[config.mk]
export PLATFORM = sky130hd
export DESIGN_NAME = byte_ring_fifo_with_search_unit
export DESIGN_NICKNAME = d
export VERILOG_FILES = /design/src/rtl/brf_pkg.sv /design/src/rtl/brf_ram.sv /design/src/rtl/brf_match.sv /design/src/rtl/byte_ring_fifo_with_search_unit.sv
export SDC_FILE = /design/constraint.sdc
export NUM_CORES = 2
export LEC_CHECK = 0
export ABC_AREA = 1
export BUFFER_PORTS_ARGS = -buffer_cell sky130_fd_sc_hd__buf_2
export CAP_MARGIN = 25
export CORE_ASPECT_RATIO = 0.8
export CORE_MARGIN = 3
export CORE_UTILIZATION = 37
export CTS_CLUSTER_DIAMETER = 30
export DETAILED_ROUTE_END_ITERATION = 16
export PLACE_DENSITY_LB_ADDON = 0.12
export SLEW_MARGIN = 10
export SYNTH_ARGS = -nofsm -noshare
export SYNTH_HDL_FRONTEND = slang
export SYNTH_SLANG_ARGS = --single-unit
[constraint.sdc]
create_clock -name aclk -period 6.2 [get_ports aclk]
set_input_delay 0.62 -clock aclk [delete_from_list [all_inputs] [get_ports aclk]]
set_output_delay 0.62 -clock aclk [all_outputs]
set_load 0.05 [all_outputs]
[src/rtl/brf_pkg.sv]
// ----------------------------------------------------------------------------
// brf_pkg: shared types and constants of the byte ring fifo with search
// commands, register indexes, packing of the stream words and the control
// bundle between the sequencer and the window compare unit
// ----------------------------------------------------------------------------
package brf_pkg;

    localparam int IN_TDATA_W  = 16;
    localparam int OUT_TDATA_W = 32;
    localparam int CFG_IDX_W   = 1;
    localparam int CFG_DATA_W  = 64;

    typedef logic [7:0] brf_byte_t;

    typedef enum logic [1:0] {
        CMD_PUSH      = 2'd0,
        CMD_POP       = 2'd1,
        CMD_FIND_BYTE = 2'd2,
        CMD_FIND_PAT  = 2'd3
    } brf_cmd_t;

    localparam logic [CFG_IDX_W-1:0] CFG_PATTERN_BYTES  = 1'd0;
    localparam logic [CFG_IDX_W-1:0] CFG_PATTERN_LENGTH = 1'd1;

    typedef enum logic [1:0] {
        ST_IDLE,
        ST_SEARCH,
        ST_RESULT
    } brf_state_t;

    // input word, lowest bits first: cmd, data
    typedef struct packed {
        logic [5:0] pad;
        brf_byte_t  data;
        brf_cmd_t   cmd;
    } brf_cmd_word_t;

    // result word, lowest bits first: ok, out_byte, match_offset, fill_count,
    // is_empty
    typedef struct packed {
        logic [5:0] pad;
        logic       is_empty;
        brf_byte_t  fill_count;
        brf_byte_t  match_offset;
        brf_byte_t  out_byte;
        logic       ok;
    } brf_result_t;

    // sequencer to window compare unit
    typedef struct packed {
        logic      load;       // latch key and length, empty the window
        logic      find_byte;  // single byte key from data
        logic      shift;      // a queued byte arrives
        brf_byte_t data;
    } brf_win_ctl_t;

endpackage

[src/rtl/brf_ram.sv]
// ----------------------------------------------------------------------------
// brf_ram: generic single clock ram
// one write port, one read port with enable and registered read data
// ----------------------------------------------------------------------------
module brf_ram #(
    parameter int WIDTH = 8,
    parameter int DEPTH = 256
) (
    input  logic                     clk,
    input  logic                     we,
    input  logic [$clog2(DEPTH)-1:0] waddr,
    input  logic [WIDTH-1:0]         wdata,
    input  logic                     re,
    input  logic [$clog2(DEPTH)-1:0] raddr,
    output logic [WIDTH-1:0]         rdata
);

    logic [WIDTH-1:0] mem [DEPTH];
    logic [WIDTH-1:0] rdata_reg;

    always_ff @(posedge clk) begin
        if (we) begin
            mem[waddr] <= wdata;
        end
        if (re) begin
            rdata_reg <= mem[raddr];
        end
    end

    assign rdata = rdata_reg;

endmodule

[src/rtl/brf_match.sv]
// ----------------------------------------------------------------------------
// brf_match: sliding window compare
// holds the search key in reverse order and the last bytes read from the
// queue, and flags a hit when the newest bytes equal the key
// ----------------------------------------------------------------------------
module brf_match import brf_pkg::*; #(
    parameter int PATTERN_MAX = 8
) (
    input  logic                  aclk,
    input  brf_win_ctl_t          ctl,
    input  logic [CFG_DATA_W-1:0] pattern_bytes,
    input  logic [3:0]            pattern_length,
    output logic                  hit,
    output logic [2:0]            span
);

    localparam logic [3:0] PAT_MAX = 4'(PATTERN_MAX);

    brf_byte_t              key_reg  [PATTERN_MAX];
    brf_byte_t              key_next [PATTERN_MAX];
    brf_byte_t              win_reg  [PATTERN_MAX];
    brf_byte_t              win_next [PATTERN_MAX];
    logic [PATTERN_MAX-1:0] mask_reg, mask_next;
    logic [PATTERN_MAX-1:0] wv_reg, wv_next;
    logic [2:0]             span_reg, span_next;
    logic [2:0]             pidx [PATTERN_MAX];
    logic [PATTERN_MAX-1:0] lane_ok;
    logic [3:0]             len_raw, len, len_m1;

    always_comb begin
        // zero length counts as one, longer than the window saturates
        len_raw = ctl.find_byte ? 4'd1 : pattern_length;
        if (len_raw == 4'd0) begin
            len = 4'd1;
        end else if (len_raw > PAT_MAX) begin
            len = PAT_MAX;
        end else begin
            len = len_raw;
        end
        len_m1 = len - 4'd1;

        key_next  = key_reg;
        mask_next = mask_reg;
        span_next = span_reg;
        win_next  = win_reg;
        wv_next   = wv_reg;

        // window slot m holds the byte m places back, so it meets key byte len-1-m
        for (int m = 0; m < PATTERN_MAX; m++) begin
            pidx[m] = 3'(len_m1 - 4'(m));
        end

        if (ctl.load) begin
            for (int m = 0; m < PATTERN_MAX; m++) begin
                key_next[m]  = pattern_bytes[{pidx[m], 3'b000} +: 8];
                mask_next[m] = (4'(m) < len);
            end
            if (ctl.find_byte) begin
                key_next[0] = ctl.data;
            end
            span_next = 3'(len_m1);
            wv_next   = '0;
        end else if (ctl.shift) begin
            win_next[0] = ctl.data;
            wv_next[0]  = 1'b1;
            for (int m = 1; m < PATTERN_MAX; m++) begin
                win_next[m] = win_reg[m-1];
                wv_next[m]  = wv_reg[m-1];
            end
        end

        // compare on the window as it stands with the arriving byte
        for (int m = 0; m < PATTERN_MAX; m++) begin
            lane_ok[m] = !mask_reg[m] || (wv_next[m] && (win_next[m] == key_reg[m]));
        end
        hit = ctl.shift && (&lane_ok);
    end

    always_ff @(posedge aclk) begin
        key_reg  <= key_next;
        mask_reg <= mask_next;
        span_reg <= span_next;
        win_reg  <= win_next;
        wv_reg   <= wv_next;
    end

    assign span = span_reg;

endmodule

[src/rtl/byte_ring_fifo_with_search_unit.sv]
// ----------------------------------------------------------------------------
// byte_ring_fifo_with_search_unit: byte ring fifo with byte and pattern search
// circular byte queue in one ram with push, pop, find byte and find pattern
// commands, one result transfer per command
// ----------------------------------------------------------------------------
// The queue keeps one slot free and so holds up to DEPTH-1 bytes in a single
// synchronous ram. Commands are taken one at a time: s_tready is high only
// while no command is in flight. Push and pop go to the result state on the
// command transfer (pop reads the ram in that cycle), m_tvalid is registered
// from the result state, and s_tready comes back in the same cycle as
// m_tvalid. Find byte and find pattern read the queue from the head one byte
// per cycle through the ram's single read port and compare the newest bytes
// against the key in a window of PATTERN_MAX bytes; they go to the result
// state on a hit, or on a miss once the last of the fill count of queued
// bytes is compared, or at once when the queue is empty, and s_tready again
// comes back with m_tvalid. A held result waits in the result state until
// m_tready takes it. Searches leave the queue as it is. The pattern registers
// are written through the cfg channel, which is always ready, and are meant
// to change only while no command is in flight.
// ----------------------------------------------------------------------------
module byte_ring_fifo_with_search_unit import brf_pkg::*; #(
    parameter int DEPTH       = 256,
    parameter int PATTERN_MAX = 8
) (
    input  logic                   aclk,
    input  logic                   aresetn,
    // command stream
    input  logic                   s_tvalid,
    output logic                   s_tready,
    input  logic [IN_TDATA_W-1:0]  s_tdata,    // cmd[1:0], data[9:2], zeros above
    // result stream
    output logic                   m_tvalid,
    input  logic                   m_tready,
    output logic [OUT_TDATA_W-1:0] m_tdata,    // ok[0], out_byte[8:1],
                                               // match_offset[16:9],
                                               // fill_count[24:17], is_empty[25]
    // register writes
    input  logic                   cfg_valid,
    output logic                   cfg_ready,
    input  logic [CFG_IDX_W-1:0]   cfg_index,  // 0 pattern_bytes, 1 pattern_length
    input  logic [CFG_DATA_W-1:0]  cfg_data
);

    localparam int              AW   = $clog2(DEPTH);
    localparam int              OW   = (AW > 4) ? AW : 4;
    localparam logic [AW-1:0]   LAST = AW'(DEPTH - 1);

    function automatic logic [AW-1:0] wrap_inc(input logic [AW-1:0] p);
        return (p == LAST) ? '0 : p + 1'b1;
    endfunction

    // sequencer state
    brf_state_t state_reg, state_next;
    logic [AW-1:0] head_reg, head_next;
    logic [AW-1:0] tail_reg, tail_next;
    logic [AW-1:0] fill_reg, fill_next;
    logic [AW-1:0] rd_addr_reg, rd_addr_next;   // next slot to read in a search
    logic [AW-1:0] rd_cnt_reg, rd_cnt_next;     // bytes read so far
    logic [AW-1:0] cmp_cnt_reg, cmp_cnt_next;   // offset of the byte now arriving
    logic          rd_pend_reg, rd_pend_next;   // ram data valid this cycle

    // result being built and the output register
    logic          res_ok_reg, res_ok_next;
    logic          res_pop_reg, res_pop_next;
    brf_byte_t     res_off_reg, res_off_next;
    logic          m_valid_reg, m_valid_next;
    brf_result_t   m_data_reg, m_data_next;

    // pattern registers
    logic [CFG_DATA_W-1:0] pat_bytes_reg, pat_bytes_next;
    logic [3:0]            pat_len_reg, pat_len_next;

    // ram ports
    logic          ram_we, ram_re;
    logic [AW-1:0] ram_waddr, ram_raddr;
    brf_byte_t     ram_wdata, ram_rdata;

    // window compare unit
    brf_win_ctl_t  win_ctl;
    logic          win_hit;
    logic [2:0]    win_span;

    brf_cmd_word_t in_word;
    logic          issue;

    assign in_word   = brf_cmd_word_t'(s_tdata);
    assign s_tready  = (state_reg == ST_IDLE);
    assign cfg_ready = 1'b1;
    assign m_tvalid  = m_valid_reg;
    assign m_tdata   = m_data_reg;

    brf_ram #(
        .WIDTH (8),
        .DEPTH (DEPTH)
    ) u_store (
        .clk   (aclk),
        .we    (ram_we),
        .waddr (ram_waddr),
        .wdata (ram_wdata),
        .re    (ram_re),
        .raddr (ram_raddr),
        .rdata (ram_rdata)
    );

    brf_match #(
        .PATTERN_MAX (PATTERN_MAX)
    ) u_match (
        .aclk           (aclk),
        .ctl            (win_ctl),
        .pattern_bytes  (pat_bytes_reg),
        .pattern_length (pat_len_reg),
        .hit            (win_hit),
        .span           (win_span)
    );

    always_comb begin
        state_next   = state_reg;
        head_next    = head_reg;
        tail_next    = tail_reg;
        fill_next    = fill_reg;
        rd_addr_next = rd_addr_reg;
        rd_cnt_next  = rd_cnt_reg;
        cmp_cnt_next = cmp_cnt_reg;
        rd_pend_next = rd_pend_reg;
        res_ok_next  = res_ok_reg;
        res_pop_next = res_pop_reg;
        res_off_next = res_off_reg;
        m_data_next  = m_data_reg;
        // output register empties when the sink takes the transfer
        m_valid_next = m_valid_reg && !m_tready;

        ram_we    = 1'b0;
        ram_waddr = tail_reg;
        ram_wdata = in_word.data;
        ram_re    = 1'b0;
        ram_raddr = head_reg;
        win_ctl   = '0;
        issue     = 1'b0;

        // register writes
        pat_bytes_next = pat_bytes_reg;
        pat_len_next   = pat_len_reg;
        if (cfg_valid) begin
            case (cfg_index)
                CFG_PATTERN_BYTES:  pat_bytes_next = cfg_data;
                CFG_PATTERN_LENGTH: pat_len_next   = cfg_data[3:0];
                default: ;
            endcase
        end

        case (state_reg)
            ST_IDLE: begin
                if (s_tvalid) begin
                    res_ok_next  = 1'b0;
                    res_pop_next = 1'b0;
                    res_off_next = '0;
                    state_next   = ST_RESULT;
                    case (in_word.cmd)
                        CMD_PUSH: begin
                            // one slot always stays free
                            if (fill_reg != LAST) begin
                                ram_we      = 1'b1;
                                tail_next   = wrap_inc(tail_reg);
                                fill_next   = fill_reg + 1'b1;
                                res_ok_next = 1'b1;
                            end
                        end
                        CMD_POP: begin
                            // head byte is read now and shown from the ram output
                            if (fill_reg != '0) begin
                                ram_re       = 1'b1;
                                head_next    = wrap_inc(head_reg);
                                fill_next    = fill_reg - 1'b1;
                                res_ok_next  = 1'b1;
                                res_pop_next = 1'b1;
                            end
                        end
                        CMD_FIND_BYTE, CMD_FIND_PAT: begin
                            win_ctl.load      = 1'b1;
                            win_ctl.find_byte = (in_word.cmd == CMD_FIND_BYTE);
                            win_ctl.data      = in_word.data;
                            rd_addr_next      = head_reg;
                            rd_cnt_next       = '0;
                            cmp_cnt_next      = '0;
                            rd_pend_next      = 1'b0;
                            if (fill_reg != '0) begin
                                state_next = ST_SEARCH;
                            end
                        end
                        default: ;
                    endcase
                end
            end

            ST_SEARCH: begin
                // keep the read port busy until every queued byte is read
                issue = (rd_cnt_reg != fill_reg);
                if (issue) begin
                    ram_re       = 1'b1;
                    ram_raddr    = rd_addr_reg;
                    rd_addr_next = wrap_inc(rd_addr_reg);
                    rd_cnt_next  = rd_cnt_reg + 1'b1;
                end
                rd_pend_next = issue;
                if (rd_pend_reg) begin
                    win_ctl.shift = 1'b1;
                    win_ctl.data  = ram_rdata;
                    if (win_hit) begin
                        // match starts span bytes before the newest one
                        res_ok_next  = 1'b1;
                        res_off_next = 8'(OW'(cmp_cnt_reg) - OW'(win_span));
                        rd_pend_next = 1'b0;
                        state_next   = ST_RESULT;
                    end else if (cmp_cnt_reg == fill_reg - 1'b1) begin
                        // last queued byte seen without a match
                        rd_pend_next = 1'b0;
                        state_next   = ST_RESULT;
                    end else begin
                        cmp_cnt_next = cmp_cnt_reg + 1'b1;
                    end
                end
            end

            ST_RESULT: begin
                if (!m_valid_reg || m_tready) begin
                    m_valid_next              = 1'b1;
                    m_data_next.pad           = '0;
                    m_data_next.ok            = res_ok_reg;
                    m_data_next.out_byte      = res_pop_reg ? ram_rdata : 8'd0;
                    m_data_next.match_offset  = res_off_reg;
                    m_data_next.fill_count    = 8'(fill_reg);
                    m_data_next.is_empty      = (fill_reg == '0);
                    state_next                = ST_IDLE;
                end
            end

            default: begin
                state_next = ST_IDLE;
            end
        endcase
    end

    // control state
    always_ff @(posedge aclk) begin
        if (!aresetn) begin
            state_reg     <= ST_IDLE;
            head_reg      <= '0;
            tail_reg      <= '0;
            fill_reg      <= '0;
            rd_pend_reg   <= 1'b0;
            m_valid_reg   <= 1'b0;
            pat_bytes_reg <= '0;
            pat_len_reg   <= 4'd1;
        end else begin
            state_reg     <= state_next;
            head_reg      <= head_next;
            tail_reg      <= tail_next;
            fill_reg      <= fill_next;
            rd_pend_reg   <= rd_pend_next;
            m_valid_reg   <= m_valid_next;
            pat_bytes_reg <= pat_bytes_next;
            pat_len_reg   <= pat_len_next;
        end
    end

    // payload, no reset needed
    always_ff @(posedge aclk) begin
        rd_addr_reg <= rd_addr_next;
        rd_cnt_reg  <= rd_cnt_next;
        cmp_cnt_reg <= cmp_cnt_next;
        res_ok_reg  <= res_ok_next;
        res_pop_reg <= res_pop_next;
        res_off_reg <= res_off_next;
        m_data_reg  <= m_data_next;
    end

    // distance from head to tail around the ring, for checking
    logic [AW:0] ring_diff, ring_span;
    assign ring_diff = {1'b0, tail_reg} - {1'b0, head_reg};
    assign ring_span = ring_diff[AW] ? ring_diff + (AW+1)'(DEPTH) : ring_diff;

    // fill count always agrees with the pointers
    assert property (@(posedge aclk) disable iff (!aresetn)
        AW'(ring_span) == fill_reg)
        else $error("fill count out of step with head and tail");

    // queue never grows past the free slot
    assert property (@(posedge aclk) disable iff (!aresetn)
        fill_reg <= LAST)
        else $error("fill count beyond capacity");

    // the store is written only by a push taken in idle
    assert property (@(posedge aclk) disable iff (!aresetn)
        ram_we |-> (state_reg == ST_IDLE && s_tvalid && in_word.cmd == CMD_PUSH))
        else $error("store written outside a push");

    // one command in flight: a taken command blocks the next one
    assert property (@(posedge aclk) disable iff (!aresetn)
        (s_tvalid && s_tready) |=> !s_tready)
        else $error("second command taken while one is in flight");

endmodule
==> metrics.md <==
| Metric | Value |
|---|---|
| GRT Max-Usage Layer | `met1` |
| ANT nets after route | `0` |
| Clk_lat worst skew | `0.91 ns` |
| Total gr overflow | `0` |
| Critical path class | `flop to flop` |
| Sw frac | `0.3293` |
| FP Rows | `approximately 170` |
| Top FF cell, synth | `edfxtp_1` |
| Placed insts | `around 14000` |
| Fin nets | `10920` |
| Max rail drop VDD | `0.3234 mV` |
| Clock buffer depth | `4` |
| Layout Utilization | `0.4510` |
| Crit path max-delay family | `simple AND/OR/NAND/NOR gates` |
| Wire per inst | `21.57 um` |
| Gpl congestion | `0.8668` |
| Final cell area excluding filler cells | `125900 um^2` |
| CP most frequent cell | `nand3_1` |
| Drc violations | `0` |
| Fmax | `206.5 MHz` |
| Worst Tran Pin Value | `1.150 ns` |
| Buf+Inv Stages, Crit Path | `2` |
| Met2 usage | `0.3192` |
| CTS tree | `built` |
| Crit-path max FO | `73` |
| Min Tclk post-route | `4.842 ns` |
| Flops & latches, synth | `about 2400` |
| Met1 Track Usage GR | `0.3302` |
| Sequential share of power | `0.317` |
| Layout cells sized above 1 | `0.09978` |
| H-tree levels | `5` |
| Final worst slack | `1.358 ns` |
| RSZ-0062 raised after global routing | `false` |
| I/O Pins | `121` |
| Status | `complete, no violations` |
| GRT Overall Usage | `0.2186` |
| Final Non-Filler Cells | `14913` |
| Core footprint | `279200 um^2` |
| Critical Path Start Type | `flop` |
| Clock transition at the registers of the reported paths | `0.05 ns` |
| Hold Crit Class | `input pin to flop` |
| Total power | `approximately 58 mW` |
| Ys Warns | `0` |
| First-pass GRT wire length | `between 400000 and 500000 um` |
| Vias in the first global route | `69915` |
| Slowest-stage cell, CP | `buf_4` |
| Initial core utilization | `0.3739` |
| Initial antenna violation count | `9` |
| Commonest non-fill, non-tap cell in the layout | `nand2_1` |
| Drt first pass iters | `6` |
| Clock power share | `0.443` |
| Final TNS setup | `0 ns` |
| Post-synth EDFFs | `2191` |
| Largest net degree at the start of global routing | `135` |
| Pleak | `51.52 nW` |
| Most frequent cells in the layout | `nand2_1 (2881), edfxtp_1 (2191), nand3_1 (1797), inv_1 (1726), clkbuf_16 (496)` |
| WL final | `321700 um` |
| Die Y | `481.1 um` |
| Post-DR vias/cell | `4.963` |
| Critical Path AT | `5.45 ns` |
| Synthesized area per cell | `9.895 um^2` |
| DRT iter0 DRCs | `7362` |
| Internal power | `39.04 mW` |
| Buffers on Ports | `107` |
| Setup Skew | `0.05480 ns` |
| Combinational share of power | `0.240` |
| TritonCTS buffer count | `487` |
| Final max-slew violation count | `0` |
| Placed inst area | `109000 um^2` |
| Worst setup EP type | `flop` |
| HPWL after DPL | `191400 um` |
| Pre-CTS setup slack | `1.375 ns` |
| P&R area growth vs syn | `20.61%` |
| Top reg by flops | `u_store.mem` |
| # clock sinks | `2359` |
| Psw | `19.17 mW` |
| CP required | `approximately 7 ns` |
| Largest register FFs | `2048` |
| Slew margin rel. | `0.2334` |
| MaxCap Viol Count | `0` |
| Fin crit share | `0.7810` |
| Sequential fraction of the synthesis area | `0.6624` |
| Root Buffer | `clkbuf_16` |
| Die X | `599.9 um` |
| Crit path largest cell delay | `a little under 0.8 ns` |
| Cell Pwr Density | `462.3 nW/um^2` |
| Vias | `74015` |
| CP Cell Sequence | `xnor2_1, nand2_1, nor2_1, nand2_2, nand2_2, buf_4, nand2_4, nand2_8, buf_4, nand2_1, nand3_1, nand3_1, nand3_1, nand3_1, nand3_1, nand3_1, nand3_1, nand2_1` |
| Die area | `288600 um^2` |
| Async SR Flop Fraction | `0` |
| Met3 usage | `0.04272` |
| Cells after Synth | `10551` |
| Mapped cell area | `between 100000 and 150000 um^2` |
| WHS | `0.06084 ns` |
| Final hold violations | `0` |
| Count of different cell masters after synthesis | `48` |
| Finish-stage setup viols | `0` |
## worst register-to-register path, stage by stage, from the launching register on
cell and delay, ns:
dfxtp_1 0.54, xnor2_1 0.16, nand2_1 0.06, nor2_1 0.13
nand2_2 0.14, nand2_2 0.08, buf_4 0.31, nand2_4 0.33
nand2_8 0.62, buf_4 0.80, nand2_1 0.15, nand3_1 0.13
nand3_1 0.16, nand3_1 0.12, nand3_1 0.07, nand3_1 0.17
nand3_1 0.27, nand3_1 0.16, nand2_1 0.15
## cell families (layout without fill, tap and decap cells)
kind of cell | Yosys count | in the layout | synth area share
other | 2 | 10 | 0.00007193
XOR/XNOR | 50 | 50 | 0.004446
buffers and inverters | 2310 | 2989 | 0.08883
AND/OR/NAND/NOR | 5216 | 5216 | 0.2114
flip-flops | 2359 | 2359 | 0.6624
AO/OA/AOI/OAI | 596 | 596 | 0.03060
adder cells (fa/ha/maj) | 18 | 18 | 0.002229
## layer usage
layer  share of wire  up-vias
met3           0.074      503
met2            0.42     2550
li1                -    35310
met4           0.023        0
met5               0        -
met1            0.48    35652
## synth_stat cells, drive strengths merged, types with 14 or more instances
cell	count	area, um^2
a21oi	93	473.0
buf	419	2176
clkbuf	147	551.8
dfxtp	168	3363
edfxtp	2191	65790
ha	17	212.7
inv	1743	6543
nand2	2897	10930
nand3	1804	9039
nand4	15	93.84
nor2	449	1727
nor3	31	155.2
o211ai	51	382.9
o21ai	424	2137
xnor2	14	122.6
xor2	36	341.6
## power by group through the flow
stage                     Clock [mW]  Combinational, mW  Sequential [mW]
after floorplan                    0               8.37             18.8
after global placement             0               13.8             18.7
after detailed placement           0               13.8             18.7
after CTS                       26.1               13.9             18.5
after global routing            27.0               15.2             18.5
final                           25.8               14.0             18.5
## final cells by class
class                           instances  area [um^2]
Clock inverter                        350         3694
Inverter                             1744         6558
Clock buffer                          558        12690
Timing Repair Buffer                  337         3067
Sequential cell                      2359        69160
Fill cell                           26200       153300
Tap cell                             3675         4598
Antenna cell                            3        7.507
Multi-Input combinational cell       5887        26150
## path summary, 6_finish.rpt
path	slack (ns)	startpoint	endpoint	cells after the start
max	1.36	fill_reg[2]$_SDFFE_PN0P_	u_store.rdata[4]$_DFFE_PP_	18
min	0.06	cfg_data[34]	pat_bytes_reg[34]$_SDFFE_PN0P_	3
max reg2reg	1.36	fill_reg[2]$_SDFFE_PN0P_	u_store.rdata[4]$_DFFE_PP_	18
min reg2reg	0.42	res_off_reg[3]$_SDFFCE_PN0P_	m_tdata[12]$_DFFE_PP_	0
## repair_timing
| action | 4_1_cts | 5_1_grt |
|---|---|---|
| hold buffers | 56 | 0 |
| endpoints found under the hold margin | 58 | 0 |
| resized for setup | 0 | 0 |
| setup endpoints to repair | 0 | 0 |
| setup buffers | 0 | 0 |
(Power assumes the default switching activity.)
